<file path="config.mk">
export PLATFORM = sky130hd
export DESIGN_NAME = keyframe_position_interpolator_flat
export DESIGN_NICKNAME = d
export VERILOG_FILES = /design/src/rtl/kpi_pkg.sv /design/src/rtl/kpi_if.sv /design/src/rtl/kpi_div_pipe.sv /design/src/rtl/keyframe_position_interpolator.sv /design/src/flat_wrapper.sv
export SDC_FILE = /design/constraint.sdc
export NUM_CORES = 2
export LEC_CHECK = 0
export BUFFER_PORTS_ARGS = -buffer_cell sky130_fd_sc_hd__buf_4
export CAP_MARGIN = 15
export CORE_ASPECT_RATIO = 0.7
export CORE_UTILIZATION = 40
export CTS_CLUSTER_SIZE = 28
export DETAILED_ROUTE_END_ITERATION = 16
export GPL_TIMING_DRIVEN = 0
export PLACE_DENSITY = 0.53
export SYNTH_ARGS = -nofsm -noshare
export SYNTH_HDL_FRONTEND = slang
export SYNTH_SLANG_ARGS = --single-unit
</file>
<file path="constraint.sdc">
create_clock -name clk -period 12.15 [get_ports clk]
set_clock_uncertainty 0.1 [all_clocks]
set_input_delay 1.215 -clock clk [delete_from_list [all_inputs] [get_ports clk]]
set_output_delay 1.215 -clock clk [all_outputs]
set_load 0.01 [all_outputs]
</file>
<file path="src/rtl/kpi_pkg.sv">
package kpi_pkg;

	// register file and keyframe layout
	localparam int REG_COUNT = 4;
	localparam int KEY_COUNT = 4;
	localparam int SEG_COUNT = KEY_COUNT - 1;
	localparam int KEY_W     = 48;
	localparam int DATA_W    = 64;
	localparam int ADDR_LSB  = 3;
	localparam int IDX_W     = $clog2(REG_COUNT);
	localparam int ADDR_W    = IDX_W + ADDR_LSB;

	// field widths
	localparam int FRAME_W = 16;
	localparam int COORD_W = 16;

	// weight and divider shape
	localparam int WEIGHT_BITS        = 8;
	localparam int DIV_BITS_PER_STAGE = 2;
	localparam int DIV_STAGES         = WEIGHT_BITS / DIV_BITS_PER_STAGE;

	// select stage, divider stages, multiply stage, output register
	localparam int PIPE_DEPTH = DIV_STAGES + 3;
	localparam int OCC_W      = $clog2(PIPE_DEPTH + 1);

	typedef logic [FRAME_W-1:0]        frame_t;
	typedef logic signed [COORD_W-1:0] coord_t;
	typedef logic [WEIGHT_BITS-1:0]    weight_t;

	// what the selected segment asks for
	typedef enum logic [1:0] {
		MODE_INTERP,
		MODE_KEY,
		MODE_PAST
	} mode_t;

	// segment end points; the b side also carries an exact or last keyframe
	typedef struct packed {
		mode_t  mode;
		coord_t ax;
		coord_t ay;
		coord_t bx;
		coord_t by;
	} seg_t;

	typedef struct packed {
		frame_t lcl;
		frame_t span;
		seg_t   seg;
	} div_req_t;

	typedef struct packed {
		weight_t t;
		seg_t    seg;
	} div_rsp_t;

endpackage

</file>
<file path="src/rtl/kpi_if.sv">
interface kpi_frame_if import kpi_pkg::*; ();
	logic   valid;
	logic   ready;
	frame_t frame_number;

	modport source (output valid, output frame_number, input ready);
	modport sink (input valid, input frame_number, output ready);
endinterface

interface kpi_pos_if import kpi_pkg::*; ();
	logic   valid;
	logic   ready;
	coord_t pos_x;
	coord_t pos_y;
	logic   past_end;

	modport source (output valid, output pos_x, output pos_y, output past_end, input ready);
	modport sink (input valid, input pos_x, input pos_y, input past_end, output ready);
endinterface

</file>
<file path="src/rtl/kpi_div_pipe.sv">
module kpi_div_pipe import kpi_pkg::*; (
	input  logic     clk,
	input  logic     arst_n,
	input  logic     req_valid,
	output logic     req_ready,
	input  div_req_t req,
	output logic     rsp_valid,
	input  logic     rsp_ready,
	output div_rsp_t rsp
);

	typedef struct packed {
		frame_t  rem;
		frame_t  span;
		weight_t q;
		seg_t    seg;
	} div_stage_t;

	// restoring division steps, a few quotient bits per stage
	function automatic div_stage_t div_iter(div_stage_t s);
		div_stage_t         o;
		logic [FRAME_W:0]   r2;
		logic               qb;
		o = s;
		for (int j = 0; j < DIV_BITS_PER_STAGE; j++) begin
			r2 = {o.rem, 1'b0};
			if (r2 >= {1'b0, o.span}) begin
				r2 = r2 - {1'b0, o.span};
				qb = 1'b1;
			end else begin
				qb = 1'b0;
			end
			o.rem = r2[FRAME_W-1:0];
			o.q   = {o.q[WEIGHT_BITS-2:0], qb};
		end
		return o;
	endfunction

	div_stage_t div_s [DIV_STAGES];
	div_stage_t step_in [DIV_STAGES];
	logic       valid_s [DIV_STAGES];
	logic       valid_in [DIV_STAGES];
	logic       en [DIV_STAGES+1];

	// stage inputs
	always_comb begin
		step_in[0]  = '{rem: req.lcl, span: req.span, q: '0, seg: req.seg};
		valid_in[0] = req_valid;
		for (int k = 1; k < DIV_STAGES; k++) begin
			step_in[k]  = div_s[k-1];
			valid_in[k] = valid_s[k-1];
		end
	end

	// per-stage enables: a stage moves when empty or when its successor moves
	always_comb begin
		en[DIV_STAGES] = rsp_ready;
		for (int k = DIV_STAGES - 1; k >= 0; k--) begin
			en[k] = !valid_s[k] || en[k+1];
		end
	end

	always_ff @(posedge clk or negedge arst_n) begin
		if (!arst_n) begin
			for (int k = 0; k < DIV_STAGES; k++) begin
				valid_s[k] <= 1'b0;
			end
		end else begin
			for (int k = 0; k < DIV_STAGES; k++) begin
				if (en[k]) begin
					valid_s[k] <= valid_in[k];
				end
			end
		end
	end

	always_ff @(posedge clk) begin
		for (int k = 0; k < DIV_STAGES; k++) begin
			if (en[k]) begin
				div_s[k] <= div_iter(step_in[k]);
			end
		end
	end

	assign req_ready = en[0];
	assign rsp_valid = valid_s[DIV_STAGES-1];
	assign rsp       = '{t: div_s[DIV_STAGES-1].q, seg: div_s[DIV_STAGES-1].seg};

endmodule

</file>
<file path="src/rtl/keyframe_position_interpolator.sv">
// a frame passes the select, divider, multiply and output registers to pos_out
// one frame per cycle unless pos_out stalls, which holds the pipeline without loss
// the weight divider runs 2 quotient bits per stage over 4 stages
// reset (arst_n low, asynchronous) clears all keyframe registers and pipeline valids
module keyframe_position_interpolator import kpi_pkg::*; (
	input  logic              clk,
	input  logic              arst_n,
	input  logic              psel,
	input  logic              penable,
	input  logic              pwrite,
	input  logic [ADDR_W-1:0] paddr,
	input  logic [DATA_W-1:0] pwdata,
	output logic [DATA_W-1:0] prdata,
	output logic              pready,
	kpi_frame_if.sink         frame_in,
	kpi_pos_if.source         pos_out
);

	function automatic frame_t key_frame(logic [KEY_W-1:0] w);
		return w[47:32];
	endfunction

	function automatic coord_t key_x(logic [KEY_W-1:0] w);
		return w[31:16];
	endfunction

	function automatic coord_t key_y(logic [KEY_W-1:0] w);
		return w[15:0];
	endfunction

	logic [KEY_W-1:0] key_q [REG_COUNT];
	logic [IDX_W-1:0] reg_idx;

	// apb register file
	assign reg_idx = paddr[ADDR_W-1:ADDR_LSB];
	assign pready  = 1'b1;
	assign prdata  = {{(DATA_W-KEY_W){1'b0}}, key_q[reg_idx]};

	always_ff @(posedge clk or negedge arst_n) begin
		if (!arst_n) begin
			for (int i = 0; i < REG_COUNT; i++) begin
				key_q[i] <= '0;
			end
		end else if (psel && penable && pwrite && pready) begin
			key_q[reg_idx] <= pwdata[KEY_W-1:0];
		end
	end

	// stage 1: pick the first matching segment
	div_req_t sel_req;
	frame_t   f0;
	frame_t   f1;
	frame_t   frm;

	always_comb begin
		frm         = frame_in.frame_number;
		f0          = '0;
		f1          = '0;
		sel_req     = '0;
		sel_req.seg = '{mode: MODE_PAST, ax: '0, ay: '0,
			bx: key_x(key_q[KEY_COUNT-1]), by: key_y(key_q[KEY_COUNT-1])};
		// walk backwards so the lowest matching segment wins
		for (int s = SEG_COUNT - 1; s >= 0; s--) begin
			f0 = key_frame(key_q[s]);
			f1 = key_frame(key_q[s+1]);
			if (frm == f1) begin
				sel_req.lcl = '0;
				sel_req.span = '0;
				sel_req.seg = '{mode: MODE_KEY, ax: '0, ay: '0,
					bx: key_x(key_q[s+1]), by: key_y(key_q[s+1])};
			end else if (f0 <= frm && frm < f1) begin
				sel_req.lcl = frm - f0;
				sel_req.span = f1 - f0;
				sel_req.seg = '{mode: MODE_INTERP,
					ax: key_x(key_q[s]), ay: key_y(key_q[s]),
					bx: key_x(key_q[s+1]), by: key_y(key_q[s+1])};
			end
		end
	end

	logic     v_s1;
	div_req_t req_s1;
	logic     en1;
	logic     div_ready;
	logic     div_valid;
	div_rsp_t div_rsp;
	logic     v_s6;
	logic     en6;
	logic     v_s7;
	logic     en7;

	// backpressure chain from the output register
	assign en7            = !v_s7 || pos_out.ready;
	assign en6            = !v_s6 || en7;
	assign en1            = !v_s1 || div_ready;
	assign frame_in.ready = en1;

	always_ff @(posedge clk or negedge arst_n) begin
		if (!arst_n) begin
			v_s1 <= 1'b0;
		end else if (en1) begin
			v_s1 <= frame_in.valid;
		end
	end

	always_ff @(posedge clk) begin
		if (en1) begin
			req_s1 <= sel_req;
		end
	end

	// stages 2 to 5: weight t = (local << 8) / span
	kpi_div_pipe u_div (
		.clk       (clk),
		.arst_n    (arst_n),
		.req_valid (v_s1),
		.req_ready (div_ready),
		.req       (req_s1),
		.rsp_valid (div_valid),
		.rsp_ready (en6),
		.rsp       (div_rsp)
	);

	// stage 6: (b - a) * t
	localparam int PROD_W = COORD_W + WEIGHT_BITS + 2;

	logic signed [COORD_W:0]   diff_x;
	logic signed [COORD_W:0]   diff_y;
	logic signed [PROD_W-1:0]  prod_x_s6;
	logic signed [PROD_W-1:0]  prod_y_s6;
	seg_t                      seg_s6;

	assign diff_x = {div_rsp.seg.bx[COORD_W-1], div_rsp.seg.bx}
		- {div_rsp.seg.ax[COORD_W-1], div_rsp.seg.ax};
	assign diff_y = {div_rsp.seg.by[COORD_W-1], div_rsp.seg.by}
		- {div_rsp.seg.ay[COORD_W-1], div_rsp.seg.ay};

	always_ff @(posedge clk or negedge arst_n) begin
		if (!arst_n) begin
			v_s6 <= 1'b0;
		end else if (en6) begin
			v_s6 <= div_valid;
		end
	end

	always_ff @(posedge clk) begin
		if (en6) begin
			prod_x_s6 <= diff_x * $signed({1'b0, div_rsp.t});
			prod_y_s6 <= diff_y * $signed({1'b0, div_rsp.t});
			seg_s6    <= div_rsp.seg;
		end
	end

	// stage 7: floor shift, add, wrap and pick the result
	logic signed [PROD_W-1:0] sh_x;
	logic signed [PROD_W-1:0] sh_y;
	coord_t                   lerp_x;
	coord_t                   lerp_y;
	coord_t                   pos_x_s7;
	coord_t                   pos_y_s7;
	logic                     past_end_s7;

	assign sh_x   = prod_x_s6 >>> WEIGHT_BITS;
	assign sh_y   = prod_y_s6 >>> WEIGHT_BITS;
	assign lerp_x = seg_s6.ax + sh_x[COORD_W-1:0];
	assign lerp_y = seg_s6.ay + sh_y[COORD_W-1:0];

	always_ff @(posedge clk or negedge arst_n) begin
		if (!arst_n) begin
			v_s7 <= 1'b0;
		end else if (en7) begin
			v_s7 <= v_s6;
		end
	end

	always_ff @(posedge clk) begin
		if (en7) begin
			pos_x_s7    <= (seg_s6.mode == MODE_INTERP) ? lerp_x : seg_s6.bx;
			pos_y_s7    <= (seg_s6.mode == MODE_INTERP) ? lerp_y : seg_s6.by;
			past_end_s7 <= (seg_s6.mode == MODE_PAST);
		end
	end

	assign pos_out.valid    = v_s7;
	assign pos_out.pos_x    = pos_x_s7;
	assign pos_out.pos_y    = pos_y_s7;
	assign pos_out.past_end = past_end_s7;

endmodule

</file>
<file path="src/flat_wrapper.sv">
// flat-port wrapper written by rule: the top's interface ports become plain ports
module keyframe_position_interpolator_flat import kpi_pkg::*;
  (clk, arst_n, psel, penable, pwrite, paddr, pwdata, prdata, pready, frame_in_valid, frame_in_frame_number, frame_in_ready, pos_out_valid, pos_out_pos_x, pos_out_pos_y, pos_out_past_end, pos_out_ready);
  kpi_frame_if frame_in_i ();
  kpi_pos_if pos_out_i ();
  input  logic clk;
  input  logic arst_n;
  input  logic psel;
  input  logic penable;
  input  logic pwrite;
  input  logic [ADDR_W-1:0] paddr;
  input  logic [DATA_W-1:0] pwdata;
  output logic [DATA_W-1:0] prdata;
  output logic pready;
  input wire logic [$bits(frame_in_i.valid)-1:0] frame_in_valid;
  input wire logic [$bits(frame_in_i.frame_number)-1:0] frame_in_frame_number;
  output wire logic [$bits(frame_in_i.ready)-1:0] frame_in_ready;
  output wire logic [$bits(pos_out_i.valid)-1:0] pos_out_valid;
  output wire logic [$bits(pos_out_i.pos_x)-1:0] pos_out_pos_x;
  output wire logic [$bits(pos_out_i.pos_y)-1:0] pos_out_pos_y;
  output wire logic [$bits(pos_out_i.past_end)-1:0] pos_out_past_end;
  input wire logic [$bits(pos_out_i.ready)-1:0] pos_out_ready;
  assign frame_in_i.valid = frame_in_valid;
  assign frame_in_i.frame_number = frame_in_frame_number;
  assign frame_in_ready = frame_in_i.ready;
  assign pos_out_valid = pos_out_i.valid;
  assign pos_out_pos_x = pos_out_i.pos_x;
  assign pos_out_pos_y = pos_out_i.pos_y;
  assign pos_out_past_end = pos_out_i.past_end;
  assign pos_out_i.ready = pos_out_ready;
  keyframe_position_interpolator u_core (.clk(clk), .arst_n(arst_n), .psel(psel), .penable(penable), .pwrite(pwrite), .paddr(paddr), .pwdata(pwdata), .prdata(prdata), .pready(pready), .frame_in(frame_in_i), .pos_out(pos_out_i));
endmodule
</file>
== Word-level counts from Yosys, hierarchy flattened ==
Memories as Yosys holds them, arrays and structs flattened.
Cells that the tools add are included.

* Reduce and logical (&&, ||, !) cells: 22
* Bitwise operators: 1
* Magnitude comparators: 16
* Equality and inequality tests: 4
* Multipliers: 2
* Mux-type cells: 54
* Add/subtract/negate cells: 18

{| class="wikitable"
|+ Operator list
! operator !! number
|-
| $mux W98 || 5
|-
| $mux W16 || 18
|-
| $sub A16 B16 Y16 || 14
|-
| $bwmux W192 || 1
|-
| $mux W48 || 3
|-
| $ge A17 B16 Y1 || 8
|-
| $bmux W48 S2 || 1
|-
| $demux W48 S2 || 1
|-
| $eq A16 B16 Y1 || 3
|-
| $le A16 B16 Y1 || 3
|-
| $lt A16 B16 Y1 || 3
|-
| $mul A17 B9 Y24 || 2
|-
| $sub A16 B16 Y17 || 2
|-
| $add A16 B16 Y16 || 2
|-
| $mux W32 || 1
|-
| $mux W1 || 24
|-
| $logic_not A1 Y1 || 7
|-
| $logic_or A1 B1 Y1 || 7
|-
| $logic_and A1 B1 Y1 || 6
|-
| $reduce_or A5 Y1 || 1
|-
| $ge A3 B3 Y1 const B || 1
|-
| $lt A3 B1 Y1 const B || 1
|-
| $not A2 Y3 || 1
|-
| $eq A2 B2 Y1 const B || 1
|-
| $logic_not A2 Y1 || 1
|}

* Input port bits: 92
* Memories: 1
* Logic and storage cells: 147
* RAM bits: 424
* Output and inout port bits: 100
* Bits in registers: 444

{| class="wikitable"
|+ Memories
! name !! words !! bits a word !! rd ports !! clocked after memory_dff !! write ports !! line !! source
|-
| u_core.u_div.div_s || 4 || 106 || 4 || 0 || 4 || kpi_div_pipe.sv:39 || <nowiki>div_stage_t div_s [DIV_STAGES];</nowiki>
|}

== Depth between registers and ports, before layout ==
* Depth after elaboration: 11
* Mapped depth: 29
* Depth with buffers taken out: 29

== Modules after synthesis ==
Synthesis repeated with hierarchy kept, for this count alone.

* Cell total of the unflattened synthesis: 4535
* Area total of the unflattened synthesis: 52123.7 µm²

{| class="wikitable"
|+ Modules (own cells, without submodules)
! module !! instances !! seq. area each (µm²) !! cells an instance !! area an instance (µm²)
|-
| keyframe_position_interpolator || 1 || 11756.3 || 3244 || 33865.0
|-
| kpi_div_pipe || 1 || 11511.0 || 1291 || 18258.8
|}

== Worst setup path before layout ==
No wires, ideal clock.

* Kind: input port to flip-flop
* From: input pos_out_ready
* To: register u_core.req_s1[0] (netlist name) (enable)
* Data arrival time: 6.858 ns
* Path slack: 3.789 ns
* Path buffers: 0
* Stages: 4
* Required time: 10.648 ns
* Library setup time: 1.402 ns
* Path through: nor2b_1 -> nand3_1 -> nor2_1 -> nand4_1

{| class="wikitable"
|+ RTL lines
! what !! line !! source
|-
| from (decl) || flat_wrapper.sv:22 || <nowiki>input wire logic [$bits(pos_out_i.ready)-1:0] pos_out_ready;</nowiki>
|-
| to (signal assigned) || keyframe_position_interpolator.sv:108 || <nowiki>req_s1 <= sel_req;</nowiki>
|-
| to (decl) || keyframe_position_interpolator.sv:82 || <nowiki>div_req_t req_s1;</nowiki>
|}

==> metrics.md <==
| Metric | Value |
|---|---|
| Final setup viols | 0 |
| Mean Syn Cell Area | 11.2 µm² |
| RSZ-0062 raised after global routing | false |
| Clock latency on the worst-skew pair | 0.68 ns |
| Ranking of synthesized cells by area | edfxtp_1, dfrtp_1, ha_1 |
| Max-cap violation count | 0 |
| Rows | about 110 |
| Reg2reg setup slack | 3.45 ns |
| Postcts setup bufs | 0 |
| Wirelength per Cell | 21.1 µm |
| Vias in the first global route | approximately 36k |
| CP Capture Point | u_core.prod_x_s6[23] |
| Post-Syn Instances | 4745 |
| Residual DRC | 0 |
| Bufs and invs on worst path | 5 |
| FFs w/ async S/R, synth | 0.246 |
| First-pass GRT wire length | 220 mm |
| Global-route usage over all layers | 0.215 |
| Via density | 5.30 |
| Outcome | completed |
| Routed Antenna Nets | 0 |
| Pins Over Slew Limit | 0 |
| IO Count | about 190 |
| Setup TNS | 0 ns |
| Synth top area share | 0.344 |
| Syn Std Cell Area | 53100 µm² |
| Critical path class | flop to flop |
| Worst reg2reg endpoint | u_core.prod_x_s6[23] |
| Initial antenna violation count | 4 |
| Slowest CP cell | o41ai_1 |
| CTS resizes | 0 |
| Final wirelength | 144 mm |
| CP startpoint | u_core.u_div.div_s[3][17] |
| Leading cell type in the layout, fill and taps excluded | edfxtp_1 |
| Placer Congestion | 0.936 |
| Distinct cells, synth | 104 |
| Vias post-DR | 36.3k |
| Worst R2R Path Depth | 26 |
| Clock-pin slew on the worst setup and hold paths | 0.06 ns |
| EDFF count, synth | 609 |
| CTS tree | done |
| HP Class | flop to flop |
| Syn-to-layout area delta | 12.3% |
| Die X | 438 µm |
| CP Capture Type | flop |
| Worst r2r src | u_core.u_div.div_s[3][17] |
| Nets | between 5k and 6k |
| Largest net degree at the start of global routing | 77 |
| Sequential share of the synthesized area | 0.438 |
| Ys flop type | edfxtp_1 |
| Critical Path RT | 12.42 ns |
| Commonest cells after routing, fill and taps aside | edfxtp_1, inv_1, nand2_1 |
| Hold Buf Count CTS | 0 |
| Die area | 134000 µm² |
| Xor and xnor fraction of the mapped netlist area | 0.0369 |
| Crit-path max FO | 10 |
| Leading area contributor after synthesis | edfxtp_1 |
| Largest family of logic cells by synthesized area | adder cells |
| Initial Util | 0.405 |
| Longest Clk Path Bufs | 3 |
| Register bit total from synthesis | 808 |
| Min Tclk post-route | 8.70 ns |
| WP depth | 26 |
| Max-slew headroom | 0.160 |
| Synth warn | 0 |
| PortBufs | about 150 |
| Crit-path most repeated cell | fa_1 |
| Worst-Margin Slew | between 1 and 1.5 ns |
| Simple-Gate Fraction of Synth Area | 0.112 |
| Mux cell area share after synthesis | 0.0820 |
| First-pass iteration count of the detailed router | 6 |
| Synth Area in Adders | 0.172 |
| Synth Area in Compound Gates | 0.107 |
| TritonCTS buffer count | 83 |
| DP HPWL | 114 mm |
| Max Freq | ~0.11 GHz |
| Share of cells above drive strength 1 | 0.138 |
| Die H | about 310 µm |
| Core area | 131000 µm² |
| CTS sink count | between 800 and 900 |
| Final period util | 0.716 |
| Critical Path Source Type | flop |
| Clk Tree Root Cell | clkbuf_16 |
| WP data arrival | 8.97 ns |
| DRT iter0 DRCs | 2886 |
| CP top delay family | adder cells |
| Grt total ovfl | 0 |
| CP max stage delay | 0.83 ns |
| Fin. Hold Viols | 0 |
| H-tree Lvls | 3 |
-- final cells by class --
| type | instances | area [µm²] |
|---|---|---|
| Tap cell | 1751 | 2190 |
| Multi-Input combinational cell | 3266 | 27200 |
| Clock inverter | 39 | 422 |
| Buffer | 162 | 753 |
| Sequential cell | 808 | 23300 |
| Inverter | 524 | 1970 |
| Fill cell | 12200 | 71600 |
| Antenna cell | 4 | 10.0 |
| Timing Repair Buffer | 177 | 1560 |
| Clock buffer | 110 | 2260 |
-- metrics by stage --
step           worst slack, ns  hold WS (ns)  cells   util  area [µm²]
6_report                  3.45         0.298   6841  0.455       59700
5_1_grt                   3.03         0.298   6838  0.455       59700
4_1_cts                   3.41         0.289   6831  0.454       59600
3_5_place_dp              3.52         0.305   6682  0.434       56900
3_3_place_gp            -0.513         0.300   6664  0.431       56500
2_1_floorplan             3.79         0.300   4760      -       53200
-- routing by layer --
metal  global-route usage  wire, µm  vias to the layer above
li1                     -         -                    17400
met1                0.347     74900                    17600
met2                0.289     56100                     1076
met3               0.0409     10000                      157
met4               0.0511      3180                        0
met5                    0         0                        -
-- logic make-up after synthesis --
kind of cell	Yosys count
AND/OR/NAND/NOR	1226
AO/OA/AOI/OAI	864
flip-flops	808
buffers and inverters	686
adder cells (fa/ha/maj)	599
multiplexers	336
XOR/XNOR	224
other	2
-- cells in the mapped netlist, drive strengths merged (12+ instances only) --
cell,number
o211ai,22
nand4,33
buf,63
or2,19
o311ai,12
nor2,202
o21ai,200
and2,127
a211o,12
or3,46
a211oi,30
nor3b,14
dfrtp,199
nand3,128
nor2b,56
xor2,67
a2bb2oi,13
o21bai,19
inv,522
o21a,56
o31a,14
a21o,97
clkbuf,99
mux2,251
nand2b,33
xnor2,157
nor4,16
mux4,48
edfxtp,609
a31oi,44
and3,28
a21oi,213
mux2i,37
o31ai,25
a311oi,15
nor3,84
ha,381
fa,218
nand2,412
-- flip-flops by register name, indices dropped and copies added (netlist names) --
register and flops:
u_core.u_div.valid_in 3, u_core.prod_x_s6 16, u_core.seg_s6 66, u_core.f0 16
u_core.key_q 160, u_core.f1 16, u_core.pos_out.valid 1, u_core.pos_out.pos_x 16
u_core.u_div.div_s 380, u_core.req_s1 98, u_core.u_div.rsp_valid 1, u_core.v_s6 1
u_core.pos_out.past_end 1, u_core.prod_y_s6 16, u_core.v_s1 1, u_core.pos_out.pos_y 16
-- worst min-delay path by stage --
stage / end / cells after the start / slack [ns] / start
2_1_floorplan: u_core.seg_s6[64] / 0 / 0.30 / u_core.u_div.div_s[3][64]
3_3_place_gp: u_core.u_div.div_s[2][7] / 0 / 0.30 / u_core.u_div.div_s[1][7]
3_5_place_dp: u_core.u_div.div_s[0][17] / 0 / 0.30 / u_core.req_s1[17]
4_1_cts: u_core.u_div.div_s[3][71] / 0 / 0.29 / u_core.u_div.div_s[2][69]
5_1_grt: u_core.u_div.div_s[3][71] / 0 / 0.30 / u_core.u_div.div_s[2][69]
6_report: u_core.u_div.div_s[3][28] / 0 / 0.30 / u_core.u_div.div_s[2][28]
Power is not shown: default switching activity piles up to over one toggle a cycle in this logic, so the estimate is an artifact.
